**src/alc_pkg.sv**
```systemverilog
// Shared types and constants for the ambient light lux conditioner.
package alc_pkg;

    localparam int RAW_W   = 16;
    localparam int LUX_W   = 28;
    localparam int MULT_W  = 12;
    localparam int RES_W   = 10;
    localparam int CFG_IDX_W  = 3;
    localparam int CFG_DATA_W = 16;
    localparam int WCNT_W  = 3;

    localparam logic [WCNT_W-1:0] WIN_LEN    = 3'd5;
    localparam logic [LUX_W-1:0]  WIN_RELOAD = 28'h7ffffff;

    // two quotient bits per divider step
    localparam int DIV_STEPS = LUX_W / 2;
    localparam int DCNT_W    = $clog2(DIV_STEPS);
    localparam logic [DCNT_W-1:0] DIV_LAST = DCNT_W'(DIV_STEPS - 1);

    localparam logic [CFG_IDX_W-1:0] CFG_BLINK  = 3'd0;
    localparam logic [CFG_IDX_W-1:0] CFG_OFFSET = 3'd1;
    localparam logic [CFG_IDX_W-1:0] CFG_MULT   = 3'd2;
    localparam logic [CFG_IDX_W-1:0] CFG_DIV    = 3'd3;
    localparam logic [CFG_IDX_W-1:0] CFG_RES    = 3'd4;

    localparam logic [MULT_W-1:0] MULT_RST = 12'd656;
    localparam logic [MULT_W-1:0] DIV_RST  = 12'd100;
    localparam logic [RES_W-1:0]  RES_RST  = 10'd50;

    localparam logic DIV_SEL_SCALE = 1'b0;
    localparam logic DIV_SEL_RES   = 1'b1;

    typedef struct packed {
        logic clr_valid;
        logic load;
        logic mul;
        logic div_step;
        logic div_sel;
        logic rnd;
        logic scale;
        logic update;
    } t_cmd;

    typedef struct packed {
        logic stall;
        logic last_valid;
    } t_sts;

endpackage

```
**src/alc_ctrl.sv**
```systemverilog
// Sequencing controller for the lux conditioner datapath.
module alc_ctrl (
    input  logic           i_clk,
    input  logic           i_rst_n,
    input  logic           i_in_valid,
    input  logic           i_action,
    input  logic           i_failed,
    output logic           o_in_ready,
    output alc_pkg::t_cmd  o_cmd,
    input  alc_pkg::t_sts  i_sts
);
    import alc_pkg::*;

    localparam logic [2:0] S_IDLE  = 3'd0;
    localparam logic [2:0] S_MUL   = 3'd1;
    localparam logic [2:0] S_DIV1  = 3'd2;
    localparam logic [2:0] S_RND1  = 3'd3;
    localparam logic [2:0] S_DIV2  = 3'd4;
    localparam logic [2:0] S_RND2  = 3'd5;
    localparam logic [2:0] S_SCALE = 3'd6;
    localparam logic [2:0] S_UPD   = 3'd7;

    logic [2:0]        r_state, n_state;
    logic [DCNT_W-1:0] r_cnt, n_cnt;

    always_comb begin
        n_state    = r_state;
        n_cnt      = r_cnt;
        o_cmd      = '0;
        o_in_ready = (r_state == S_IDLE);
        case (r_state)
            S_IDLE: begin
                if (i_in_valid) begin
                    if (i_action) begin
                        o_cmd.clr_valid = 1'b1;
                    end else if (!i_failed) begin
                        o_cmd.load = 1'b1;
                        n_state    = S_MUL;
                    end
                end
            end
            S_MUL: begin
                o_cmd.mul = 1'b1;
                n_cnt     = DIV_LAST;
                n_state   = S_DIV1;
            end
            S_DIV1: begin
                o_cmd.div_step = 1'b1;
                o_cmd.div_sel  = DIV_SEL_SCALE;
                if (r_cnt == '0) begin
                    n_state = S_RND1;
                end else begin
                    n_cnt = r_cnt - 1'b1;
                end
            end
            S_RND1: begin
                o_cmd.rnd     = 1'b1;
                o_cmd.div_sel = DIV_SEL_SCALE;
                n_cnt         = DIV_LAST;
                n_state       = S_DIV2;
            end
            S_DIV2: begin
                o_cmd.div_step = 1'b1;
                o_cmd.div_sel  = DIV_SEL_RES;
                if (r_cnt == '0) begin
                    n_state = S_RND2;
                end else begin
                    n_cnt = r_cnt - 1'b1;
                end
            end
            S_RND2: begin
                o_cmd.rnd     = 1'b1;
                o_cmd.div_sel = DIV_SEL_RES;
                n_state       = S_SCALE;
            end
            S_SCALE: begin
                o_cmd.scale = 1'b1;
                n_state     = S_UPD;
            end
            S_UPD: begin
                // hold here while a new report is due but the output stage is full
                if (!i_sts.stall) begin
                    o_cmd.update = 1'b1;
                    n_state      = S_IDLE;
                end
            end
            default: begin
                n_state = S_IDLE;
            end
        endcase
    end

    always_ff @(posedge i_clk) begin
        if (!i_rst_n) begin
            r_state <= S_IDLE;
            r_cnt   <= '0;
        end else begin
            r_state <= n_state;
            r_cnt   <= n_cnt;
        end
    end

endmodule

```
**src/alc_dpath.sv**
```systemverilog
// Datapath: config registers, compensation, scaling divider, report state, output stage.
module alc_dpath (
    input  logic                           i_clk,
    input  logic                           i_rst_n,
    input  logic                           i_cfg_we,
    input  logic [alc_pkg::CFG_IDX_W-1:0]  i_cfg_index,
    input  logic [alc_pkg::CFG_DATA_W-1:0] i_cfg_data,
    input  logic [alc_pkg::RAW_W-1:0]      i_raw,
    input  alc_pkg::t_cmd                  i_cmd,
    output alc_pkg::t_sts                  o_sts,
    output logic                           o_out_valid,
    input  logic                           i_out_ready,
    output logic [alc_pkg::LUX_W-1:0]      o_out_lux,
    output logic                           o_out_win
);
    import alc_pkg::*;

    logic              r_blink;
    logic [RAW_W-1:0]  r_offset;
    logic [MULT_W-1:0] r_mult;
    logic [MULT_W-1:0] r_div;
    logic [RES_W-1:0]  r_res;

    logic [RAW_W-1:0]  r_v;
    logic [LUX_W-1:0]  r_x;
    logic [MULT_W-1:0] r_rem;

    logic [LUX_W-1:0]  r_last;
    logic              r_last_valid;
    logic [LUX_W-1:0]  r_wmin;
    logic [WCNT_W-1:0] r_wcnt;

    logic              r_out_valid;
    logic [LUX_W-1:0]  r_out_lux;
    logic              r_out_win;

    function automatic logic [MULT_W:0] f_step(input logic [MULT_W-1:0] rem,
                                               input logic b,
                                               input logic [MULT_W-1:0] d);
        logic [MULT_W:0] t;
        t = {rem, b};
        if (t >= {1'b0, d}) begin
            f_step = {1'b1, MULT_W'(t - {1'b0, d})};
        end else begin
            f_step = {1'b0, t[MULT_W-1:0]};
        end
    endfunction

    // compensation of the raw count
    logic signed [RAW_W:0] w_diff;
    logic [6:0]            w_x3;
    logic [RAW_W-1:0]      w_comp;

    always_comb begin
        w_diff = $signed({1'b0, i_raw})
               - $signed({1'b0, (r_blink ? {RAW_W{1'b0}} : r_offset)});
        w_x3   = {1'b0, w_diff[4:0], 1'b0} + {2'b00, w_diff[4:0]};
        if (w_diff < 0) begin
            w_comp = '0;
        end else if (w_diff < 17'sd8) begin
            w_comp = {w_diff[RAW_W-2:0], 1'b0};
        end else if (w_diff < 17'sd24) begin
            w_comp = RAW_W'(w_x3[6:1]);
        end else begin
            w_comp = w_diff[RAW_W-1:0];
        end
    end

    // divider
    logic [MULT_W-1:0] w_d;
    logic [MULT_W:0]   w_s1, w_s2;
    logic              w_rnd_up;
    logic [RES_W-1:0]  w_res;

    always_comb begin
        w_res = (r_res == '0) ? RES_W'(1) : r_res;
        if (i_cmd.div_sel == DIV_SEL_RES) begin
            w_d = MULT_W'(w_res);
        end else begin
            w_d = (r_div == '0) ? MULT_W'(1) : r_div;
        end
        w_s1     = f_step(r_rem, r_x[LUX_W-1], w_d);
        w_s2     = f_step(w_s1[MULT_W-1:0], r_x[LUX_W-2], w_d);
        w_rnd_up = ({r_rem, 1'b0} >= {1'b0, w_d});
    end

    // report decision
    logic [LUX_W-1:0] w_new_min;
    logic [LUX_W-1:0] w_val;
    logic             w_emit;
    logic             w_pos0;

    always_comb begin
        w_new_min = (r_x <= r_wmin) ? r_x : r_wmin;
        w_pos0    = (r_wcnt == '0);
        if (r_blink) begin
            w_val  = w_new_min;
            w_emit = w_pos0 && (!r_last_valid || (r_last != w_new_min));
        end else begin
            w_val  = r_x;
            w_emit = !r_last_valid || (r_x != r_last);
        end
        o_sts.stall      = w_emit && r_out_valid && !i_out_ready;
        o_sts.last_valid = r_last_valid;
    end

    always_ff @(posedge i_clk) begin
        if (!i_rst_n) begin
            r_blink      <= 1'b0;
            r_offset     <= '0;
            r_mult       <= MULT_RST;
            r_div        <= DIV_RST;
            r_res        <= RES_RST;
            r_last       <= '0;
            r_last_valid <= 1'b0;
            r_wmin       <= WIN_RELOAD;
            r_wcnt       <= '0;
            r_out_valid  <= 1'b0;
        end else begin
            if (i_cfg_we) begin
                case (i_cfg_index)
                    CFG_BLINK:  r_blink  <= i_cfg_data[0];
                    CFG_OFFSET: r_offset <= i_cfg_data[RAW_W-1:0];
                    CFG_MULT:   r_mult   <= i_cfg_data[MULT_W-1:0];
                    CFG_DIV:    r_div    <= i_cfg_data[MULT_W-1:0];
                    CFG_RES:    r_res    <= i_cfg_data[RES_W-1:0];
                    default: begin
                    end
                endcase
            end
            if (i_cmd.clr_valid) begin
                r_last_valid <= 1'b0;
            end
            if (i_cmd.update) begin
                if (w_emit) begin
                    r_last       <= w_val;
                    r_last_valid <= 1'b1;
                end
                if (r_blink) begin
                    r_wmin <= w_pos0 ? WIN_RELOAD : w_new_min;
                    r_wcnt <= (r_wcnt == WIN_LEN - 1'b1) ? '0 : r_wcnt + 1'b1;
                end
            end
            if (i_cmd.update && w_emit) begin
                r_out_valid <= 1'b1;
            end else if (i_out_ready) begin
                r_out_valid <= 1'b0;
            end
        end
    end

    always_ff @(posedge i_clk) begin
        if (i_cmd.load) begin
            r_v <= w_comp;
        end
        if (i_cmd.mul) begin
            r_x   <= LUX_W'(r_v) * LUX_W'(r_mult);
            r_rem <= '0;
        end else if (i_cmd.div_step) begin
            r_x   <= {r_x[LUX_W-3:0], w_s1[MULT_W], w_s2[MULT_W]};
            r_rem <= w_s2[MULT_W-1:0];
        end else if (i_cmd.rnd) begin
            r_x   <= r_x + LUX_W'(w_rnd_up);
            r_rem <= '0;
        end else if (i_cmd.scale) begin
            r_x <= LUX_W'(r_x * w_res);
        end
        if (i_cmd.update && w_emit) begin
            r_out_lux <= w_val;
            r_out_win <= r_blink;
        end
    end

    assign o_out_valid = r_out_valid;
    assign o_out_lux   = r_out_lux;
    assign o_out_win   = r_out_win;

endmodule

```
**src/ambient_light_lux_conditioner_core.sv**
```systemverilog
// Ambient light lux conditioner: top level joining controller and datapath.
//
// Input stream (s_axis): tdata carries the raw 16-bit light count, tuser bit 0
// is the action (0 poll, 1 report on) and bit 1 flags a failed sensor read.
// Output stream (m_axis): tdata[27:0] is the reported lux value, tuser is 1
// when the report is a blink-window minimum. At most one report per poll.
// Config channel: i_cfg_index selects the register (0 blink mode, 1 LED
// offset, 2 scale mult, 3 scale div, 4 resolution); always ready; write only
// while the block is idle.
// A report-on or failed-read transaction is handled in the idle state. A good
// poll runs the product through one shared radix-4 divider twice, first by the
// scale divisor and then by the resolution, then scales and updates the report
// before the controller returns to idle and can take the next transaction.
// The output stage holds a report until taken; a new poll may be accepted
// meanwhile, and only stalls at its own final step if the stage is still full.
// Reset (synchronous, active low) restores register defaults, clears the last
// report and reloads the window minimum; no clearing pass is needed.
module ambient_light_lux_conditioner_core (
    input  logic        i_clk,
    input  logic        i_rst_n,
    input  logic        s_axis_tvalid,
    output logic        s_axis_tready,
    input  logic [15:0] s_axis_tdata,   // [15:0] raw_count
    input  logic [1:0]  s_axis_tuser,   // [0] action, [1] read_failed
    output logic        m_axis_tvalid,
    input  logic        m_axis_tready,
    output logic [31:0] m_axis_tdata,   // [27:0] lux_value, [31:28] zero
    output logic        m_axis_tuser,   // [0] from_window
    input  logic        i_cfg_valid,
    output logic        o_cfg_ready,
    input  logic [alc_pkg::CFG_IDX_W-1:0]  i_cfg_index,
    input  logic [alc_pkg::CFG_DATA_W-1:0] i_cfg_data
);
    import alc_pkg::*;

    t_cmd             w_cmd;
    t_sts             w_sts;
    logic [LUX_W-1:0] w_lux;

    assign o_cfg_ready = 1'b1;

    alc_ctrl u_ctrl (
        .i_clk      (i_clk),
        .i_rst_n    (i_rst_n),
        .i_in_valid (s_axis_tvalid),
        .i_action   (s_axis_tuser[0]),
        .i_failed   (s_axis_tuser[1]),
        .o_in_ready (s_axis_tready),
        .o_cmd      (w_cmd),
        .i_sts      (w_sts)
    );

    alc_dpath u_dpath (
        .i_clk       (i_clk),
        .i_rst_n     (i_rst_n),
        .i_cfg_we    (i_cfg_valid & o_cfg_ready),
        .i_cfg_index (i_cfg_index),
        .i_cfg_data  (i_cfg_data),
        .i_raw       (s_axis_tdata),
        .i_cmd       (w_cmd),
        .o_sts       (w_sts),
        .o_out_valid (m_axis_tvalid),
        .i_out_ready (m_axis_tready),
        .o_out_lux   (w_lux),
        .o_out_win   (m_axis_tuser)
    );

    assign m_axis_tdata = {4'b0000, w_lux};

    // a good poll occupies the controller for the following cycle
    a_poll_busy: assert property (@(posedge i_clk) disable iff (!i_rst_n)
        (s_axis_tvalid && s_axis_tready && !s_axis_tuser[0] && !s_axis_tuser[1])
        |=> !s_axis_tready)
        else $error("input ready after accepting a poll");

    // a fresh report always leaves a valid last report behind
    a_report_valid: assert property (@(posedge i_clk) disable iff (!i_rst_n)
        $rose(m_axis_tvalid) |-> w_sts.last_valid)
        else $error("report issued without last report marked valid");

    // a window minimum can never exceed the reload value
    a_win_bound: assert property (@(posedge i_clk) disable iff (!i_rst_n)
        (m_axis_tvalid && m_axis_tuser) |-> (w_lux <= WIN_RELOAD))
        else $error("window report above reload value");

endmodule
```
**config.mk**
```make
export PLATFORM = sky130hd
export DESIGN_NAME = ambient_light_lux_conditioner_core
export DESIGN_NICKNAME = d
export VERILOG_FILES = /design/src/alc_pkg.sv /design/src/alc_ctrl.sv /design/src/alc_dpath.sv /design/src/ambient_light_lux_conditioner_core.sv
export SDC_FILE = /design/constraint.sdc
export NUM_CORES = 2
export LEC_CHECK = 0
export BUFFER_PORTS_ARGS = -buffer_cell sky130_fd_sc_hd__buf_2
export CELL_PAD_IN_SITES_DETAIL_PLACEMENT = 1
export CELL_PAD_IN_SITES_GLOBAL_PLACEMENT = 1
export CORE_AREA = 2 2 228 230
export CTS_BUF_LIST = sky130_fd_sc_hd__clkbuf_4 sky130_fd_sc_hd__clkbuf_8
export DETAILED_ROUTE_END_ITERATION = 12
export DIE_AREA = 0 0 230 232
export PLACE_DENSITY_LB_ADDON = 0.1
export SYNTH_ARGS = -nofsm -noshare
export SYNTH_HDL_FRONTEND = slang
export SYNTH_SLANG_ARGS = --single-unit
```
**constraint.sdc**
```tcl
create_clock -name i_clk -period 8.4 [get_ports i_clk]
set_input_delay 0.42 -clock i_clk [delete_from_list [all_inputs] [get_ports i_clk]]
set_output_delay 0.42 -clock i_clk [all_outputs]
set_load 0.05 [all_outputs]
```
==> Word-level counts from Yosys, hierarchy flattened <==
Index checks and enable logic that the tools add are counted.
Widths: inputs -> output; s select.
{ "totals": {"wordCells": 132, "register_bits": 204, "out_inout_bits": 36} }
{ "op_classes": {"magnitude_cmp": 7, "mux": 45, "mul": 2, "addsub": 7, "n_reduce_logical": 32, "n_eq_ne": 21} }
{ "op_table": {"columns": ["operator", "count"], "rows": [
  ["$mux 28", 7],
  ["$ne 28x28->1", 2],
  ["$mux 12", 4],
  ["$mux 16", 3],
  ["$ge 13x12->1", 3],
  ["$add 28x1->28", 1],
  ["$le 28x28->1", 1],
  ["$mul 16x12->28", 1],
  ["$mul 28x10->28", 1],
  ["$mux 13", 2],
  ["$pmux 3 s8", 1],
  ["$sub 12x12->12", 2],
  ["$mux 3", 7],
  ["$eq 3x3->1 const B", 6],
  ["$lt 17x1->1 const B", 1],
  ["$lt 17x5->1 const B", 1],
  ["$lt 17x6->1 const B", 1],
  ["$sub 16x16->17", 1],
  ["$mux 1", 16],
  ["$reduce_and 2->1", 8],
  ["$eq 3x2->1 const B", 4],
  ["$logic_not 12->1", 1],
  ["$logic_not 10->1", 1],
  ["$mux 10", 1],
  ["18 further kinds", 38]
]} }

==> Longest topological paths before layout <==
{ "depth": {"word_depth": 12, "depth_mapped": 25, "mapped_depth_nobuf": 23} }

==> By module <==
A second synthesis with hierarchy kept.
{ "hier_totals": {"cells_unflattened": 3048, "hier_area_um2": 25793.5} }
{ "modules_own_cells": {"columns": ["module", "cells_each", "seq_area_each_um2", "area_each_um2", "instances"], "rows": [
  ["alc_dpath", 2986, 4674.5, 25305.5, 1],
  ["alc_ctrl", 55, 140.1, 442.9, 1],
  ["ambient_light_lux_conditioner_core", 7, 0.0, 45.0, 1]
]} }

==> Least setup slack after synthesis <==
No wires, ideal clock.
{ "synth_timing": {"path_type": "reg-to-reg", "from": "reg u_dpath.r_mult[3]", "to": "reg u_dpath.r_x[25] (data pin)", "required_time_ns": 8.139, "path_stages_with_launch": 22, "setup_ns": 0.261, "arrival_ns": 5.764, "path_slack_ns": 2.375, "path_cell_list": "dfxtp_1 > clkbuf_1 > clkbuf_1 > nand2_1 > fa_1 > inv_1 > fa_1 > inv_1 > fa_1 > inv_1 > fa_1 > fa_1 > ha_1 > or4_1 > a21o_1 > a2111oi_2 > nor4b_1 > nor3b_1 > nor2_1 > a21o_1 > xor2_1 > a221o_1"} }
{ "synth_via": {"elab_chain_cells": 2} }
{ "synth_lines": {"columns": ["item", "line_no", "text"], "rows": [
  ["from (decl)", "alc_dpath.sv:20", "logic [MULT_W-1:0] r_mult;"],
  ["from (signal assigned)", "alc_dpath.sv:124", "CFG_MULT: r_mult <= i_cfg_data[MULT_W-1:0];"],
  ["$mul 16x12->28", "alc_dpath.sv:157", "r_x <= LUX_W'(r_v) * LUX_W'(r_mult);"],
  ["$mux 28", "alc_dpath.sv:156", "if (i_cmd.mul) begin"],
  ["to (signal assigned)", "alc_dpath.sv:157", null],
  ["to (signal assigned)", "alc_dpath.sv:160", "r_x <= {r_x[LUX_W-3:0], w_s1[MULT_W], w_s2[MULT_W]};"],
  ["to (signal assigned)", "alc_dpath.sv:163", "r_x <= r_x + LUX_W'(w_rnd_up);"],
  ["to (decl)", "alc_dpath.sv:25", "logic [LUX_W-1:0] r_x;"]
]} }
No other way between the ends.
A chain may end at the register's enable or synchronous reset.

==> Worst setup path in the final report <==
{ "layout_timing": {"from": "reg u_dpath.r_res[5]", "to": "reg u_dpath.r_rem[6]"} }
{ "layout_via": {"elab_chain_cells": 8} }
{ "layout_lines": {"columns": ["item", "line_no", "text"], "rows": [
  ["from (decl)", "alc_dpath.sv:22", "logic [RES_W-1:0] r_res;"],
  ["from (signal assigned)", "alc_dpath.sv:126", "CFG_RES: r_res <= i_cfg_data[RES_W-1:0];"],
  ["$logic_not 10->1", "alc_dpath.sv:76", "w_res = (r_res == '0) ? RES_W'(1) : r_res;"],
  ["$mux 10 (*)", "alc_dpath.sv:76", null],
  ["$mux 12 (*)", "alc_dpath.sv:77", "if (i_cmd.div_sel == DIV_SEL_RES) begin"],
  ["$sub 12x12->12 or $ge 13x12->1 (tied branches)", "alc_dpath.sv:43, alc_dpath.sv:42", null],
  ["$mux 13", "alc_dpath.sv:42", "if (t >= {1'b0, d}) begin"],
  ["$sub 12x12->12 or $ge 13x12->1 (tied branches)", "alc_dpath.sv:43, alc_dpath.sv:42", null],
  ["$mux 13 (*)", "alc_dpath.sv:42", null],
  ["$mux 12 (*)", "alc_dpath.sv:159", "end else if (i_cmd.div_step) begin"],
  ["to (signal assigned)", "alc_dpath.sv:161", "r_rem <= w_s2[MULT_W-1:0];"],
  ["to (decl)", "alc_dpath.sv:26", "logic [MULT_W-1:0] r_rem;"]
]} }
Mark *: on every way between the ends. The rest lies on a longest branch, timed or not.

==> results.md <==
- Outcome: finished, final reports clean
- Slew @ Worst Pin: around 1.3 ns
- Maxcap violations: 0
- Clk buf depth: 3
- RSZ-0062 raised after global routing: no
- Nets@finish: between 3,000 and 4,000
- Crit path kind: register to register
- Core area: between 50,000 and 60,000 um2
- Die ar.: 53,360 um2
- Tmin final: between 7 and 8 ns
- Post-route cell area: 27,460 um2
- CTS tree: built
- Number of flops mapped to enable cells by yosys: 73
- Syn avg cell area: about 8.5 um2
- First drt pass iteration count: 5
- Hold-critical path depth: 3
- Dpl cell area: 26,620 um2
- Congestion Overflow GR: 0
- Worst-path maximum fanout: 29
- Distinct cells, synth: 94
- Starting density of the core: 50.60%
- Final Slew Violations: 0
- Initial antenna violation count: 2
- Final setup viols: 0
- Initial drt markers: approximately 1,300
- Post-Route WL: about 80,000 um
- Dpl cells: around 3,600
- Hold Buf Count CTS: 0
- Postcts setup bufs: 0
- Synth-to-layout area growth: 6.647%
- RD Place Congestion: a little over 0.9
- Critical path capture point type: register
- Most common cell after layout, fill and taps aside: nand2_1
- Post-CTS sizing: 0
- CTS H-tree lvls: 2
- Skew final: approximately 0.039 ns
- CP arrival: 7.53 ns
- Fmax: ~140 MHz
- Chip width: approximately 230 um
- Ys async rst share: 0%
- Ys Warns: 0
- Detailed Place HPWL: ~63,000 um
- Pin count of the biggest net entering global routing: 64
- I/O Buffers: 72
- Fin. Hold Viols: 0
- Commonest cells after routing, fill and taps aside: nand2_1, inv_1, fa_1
- Global-route wire length before repair: 128,600 um
- Num CTS Buffers: 40
- Rows: a little over 80
- Clock root buffer: clkbuf_8
- Vias per inst: 5.707
- Vias: roughly 21,000
- Clk_lat worst skew: 0.61 ns
- Non-filler cells, final: 3,719
- Die H: approximately 230 um
- Final Cycle Share: 84.27%
- Share of post-route cells with drive strength above 1: under 10%
- Main flop type after synthesis: dfxtp_1
- Setup TNS: 0 ns
- Seq/Total Area, Yosys: between 10% and 20%
- Detail Route Antenna Nets: 0
- IO Pins: roughly 80
- Avg WL per Cell: about 21 um
- Clock slew at reported path FFs: roughly 0.06 ns
- DR DRC count: 0
- Gate Count Post-Synth: slightly above 3,000
- Worst setup SP type: register
- Sink Count: between 200 and 250
- Reg2Reg Depth: 23
- Critical Path RT: between 8 and 9 ns
- Seq cells post-synth: 204
- Max-slew headroom: between 10 and 15%
- Netlist Area Pre-Place: 25,750 um2
- Final-layout fill cell count: a little over 6,000
- Vias in the first global route: 23,465
- Worst min-delay path class: input port to register
- GRT Util Overall: a little under a third
-- stage by stage --
step / hold slack, ns / setup WS, ns / utilization (%)
floorplan: 0.4389 / 2.375 / -
CTS: 0.05106 / 1.373 / 53.96
global placement: 0.4541 / 1.660 / 52.31
global route: 0.08980 / 0.7973 / 53.96
detailed placement: 0.4545 / 1.478 / 52.31
finish: 0.08203 / 1.321 / 53.97
-- cells in the mapped netlist (7+ instances only) --
cell      instances  share of area, %
nand4_1          25              0.61
or3_1            12              0.29
mux2i_1          57               2.2
nand3_1          59               1.1
a21o_1           35               1.0
dfxtp_1         131                10
o21a_1           15              0.44
ha_1            189               9.2
a21oi_1         101               2.0
xor2_1           35               1.2
nand2b_1         33              0.80
inv_1           393               5.7
nor2_1           93               1.4
o211ai_1         10              0.29
a31oi_1          16              0.39
nor3_1           27              0.52
o22ai_1           9              0.22
and2_1          143               3.5
nor3b_1           9              0.26
nor4_1           10              0.24
fa_1            310                24
xnor2_1         108               3.7
a21boi_0         45               1.3
nor2b_1          22              0.53
o22a_1           27              0.92
nand2_1         576               8.4
edfxtp_1         73               8.5
a211oi_1         30              0.87
buf_1            10              0.15
o31ai_1           8              0.23
o21bai_1          7              0.20
o21ai_0          95               1.8
clkbuf_1        168               2.4
and3_1           16              0.39
a221oi_1          7              0.24
o21ai_1          13              0.25
-- state kept, by name, indices dropped and copies added, names as in the netlist --
register and flops:
u_dpath.r_div 12, u_dpath.r_last 28, u_dpath.r_wmin 28, u_dpath.r_x 28, u_dpath.o_out_win 1, u_dpath.r_v 16, u_dpath.o_out_valid 1, u_dpath.r_offset 16
u_dpath.r_res 10, u_dpath.r_blink 1, u_dpath.o_out_lux 28, u_ctrl.r_state 3, u_dpath.r_rem 12, u_ctrl.r_cnt 4, u_dpath.r_mult 12, u_dpath.r_last_valid 1
u_dpath.r_wcnt 3
-- layout make-up --
cell class | count | area (um2) | share of cell area (%)
Clock inverter | 17 | 145.1 | 0.5285
Tap cell | 680 | 850.8 | 3.098
Multi-Input combinational cell | 2251 | 18770 | 68.36
Antenna cell | 1 | 2.502 | 0.009112
Sequential cell | 204 | 4816 | 17.54
Timing Repair Buffer | 117 | 700.7 | 2.551
Inverter | 394 | 1479 | 5.385
Clock buffer | 55 | 694.4 | 2.529
-- kinds of logic after synthesis --
family	Yosys count	share of synthesized area, %
DFF	204	18.70
and+or+nand+nor	1052	19.03
other	2	0.02916
adders and majority gates	499	33.28
AOI/OAI and AO/OA	490	13.03
muxes	61	2.391
xor gates and xnor gates	144	4.951
buffers and inverters	581	8.586
-- path summary, 6_finish.rpt --
kind / startpoint / end / slack, ns
worst max-delay path: u_dpath.r_res[5] / u_dpath.r_rem[6] / 1.32
worst min-delay path: i_cfg_data[14] / u_dpath.r_offset[14] / 0.08
worst max register to register: u_dpath.r_res[5] / u_dpath.r_rem[6] / 1.32
worst min register to register: u_dpath.r_offset[0] / u_dpath.r_offset[0] / 0.46
-- routing by layer --
layer / vias to the layer above / global-route usage, % / share of wire, %
met4: 2 / 11.23 / 3.8
met1: 10775 / 37.38 / 41
met5: - / 0 / 0.016
li1: 9810 / - / -
met3: 152 / 5.157 / 5.4
met2: 484 / 54.57 / 50
-- critical path, cell delays in order (launching register included) --
cell	delay (ns)
dfxtp_1	0.69
nor4_1	0.43
a31o_2	0.65
nor2_1	0.09
a21oi_1	0.31
ha_1	0.28
nor2b_1	0.08
o31a_1	0.28
o21ai_0	0.20
a21oi_1	0.14
nor2_1	0.53
buf_4	0.31
nand2_1	0.07
o31ai_1	0.09
ha_1	0.30
inv_1	0.10
o22ai_1	0.13
o41ai_1	0.61
o22ai_1	0.25
o31a_1	0.34
a2111oi_4	0.44
buf_4	0.32
mux2i_1	0.23
o21ai_1	0.07
Power is left out: the tool's default activity adds up to more than one toggle a clock period on the data nets, which glitch-free logic cannot reach.
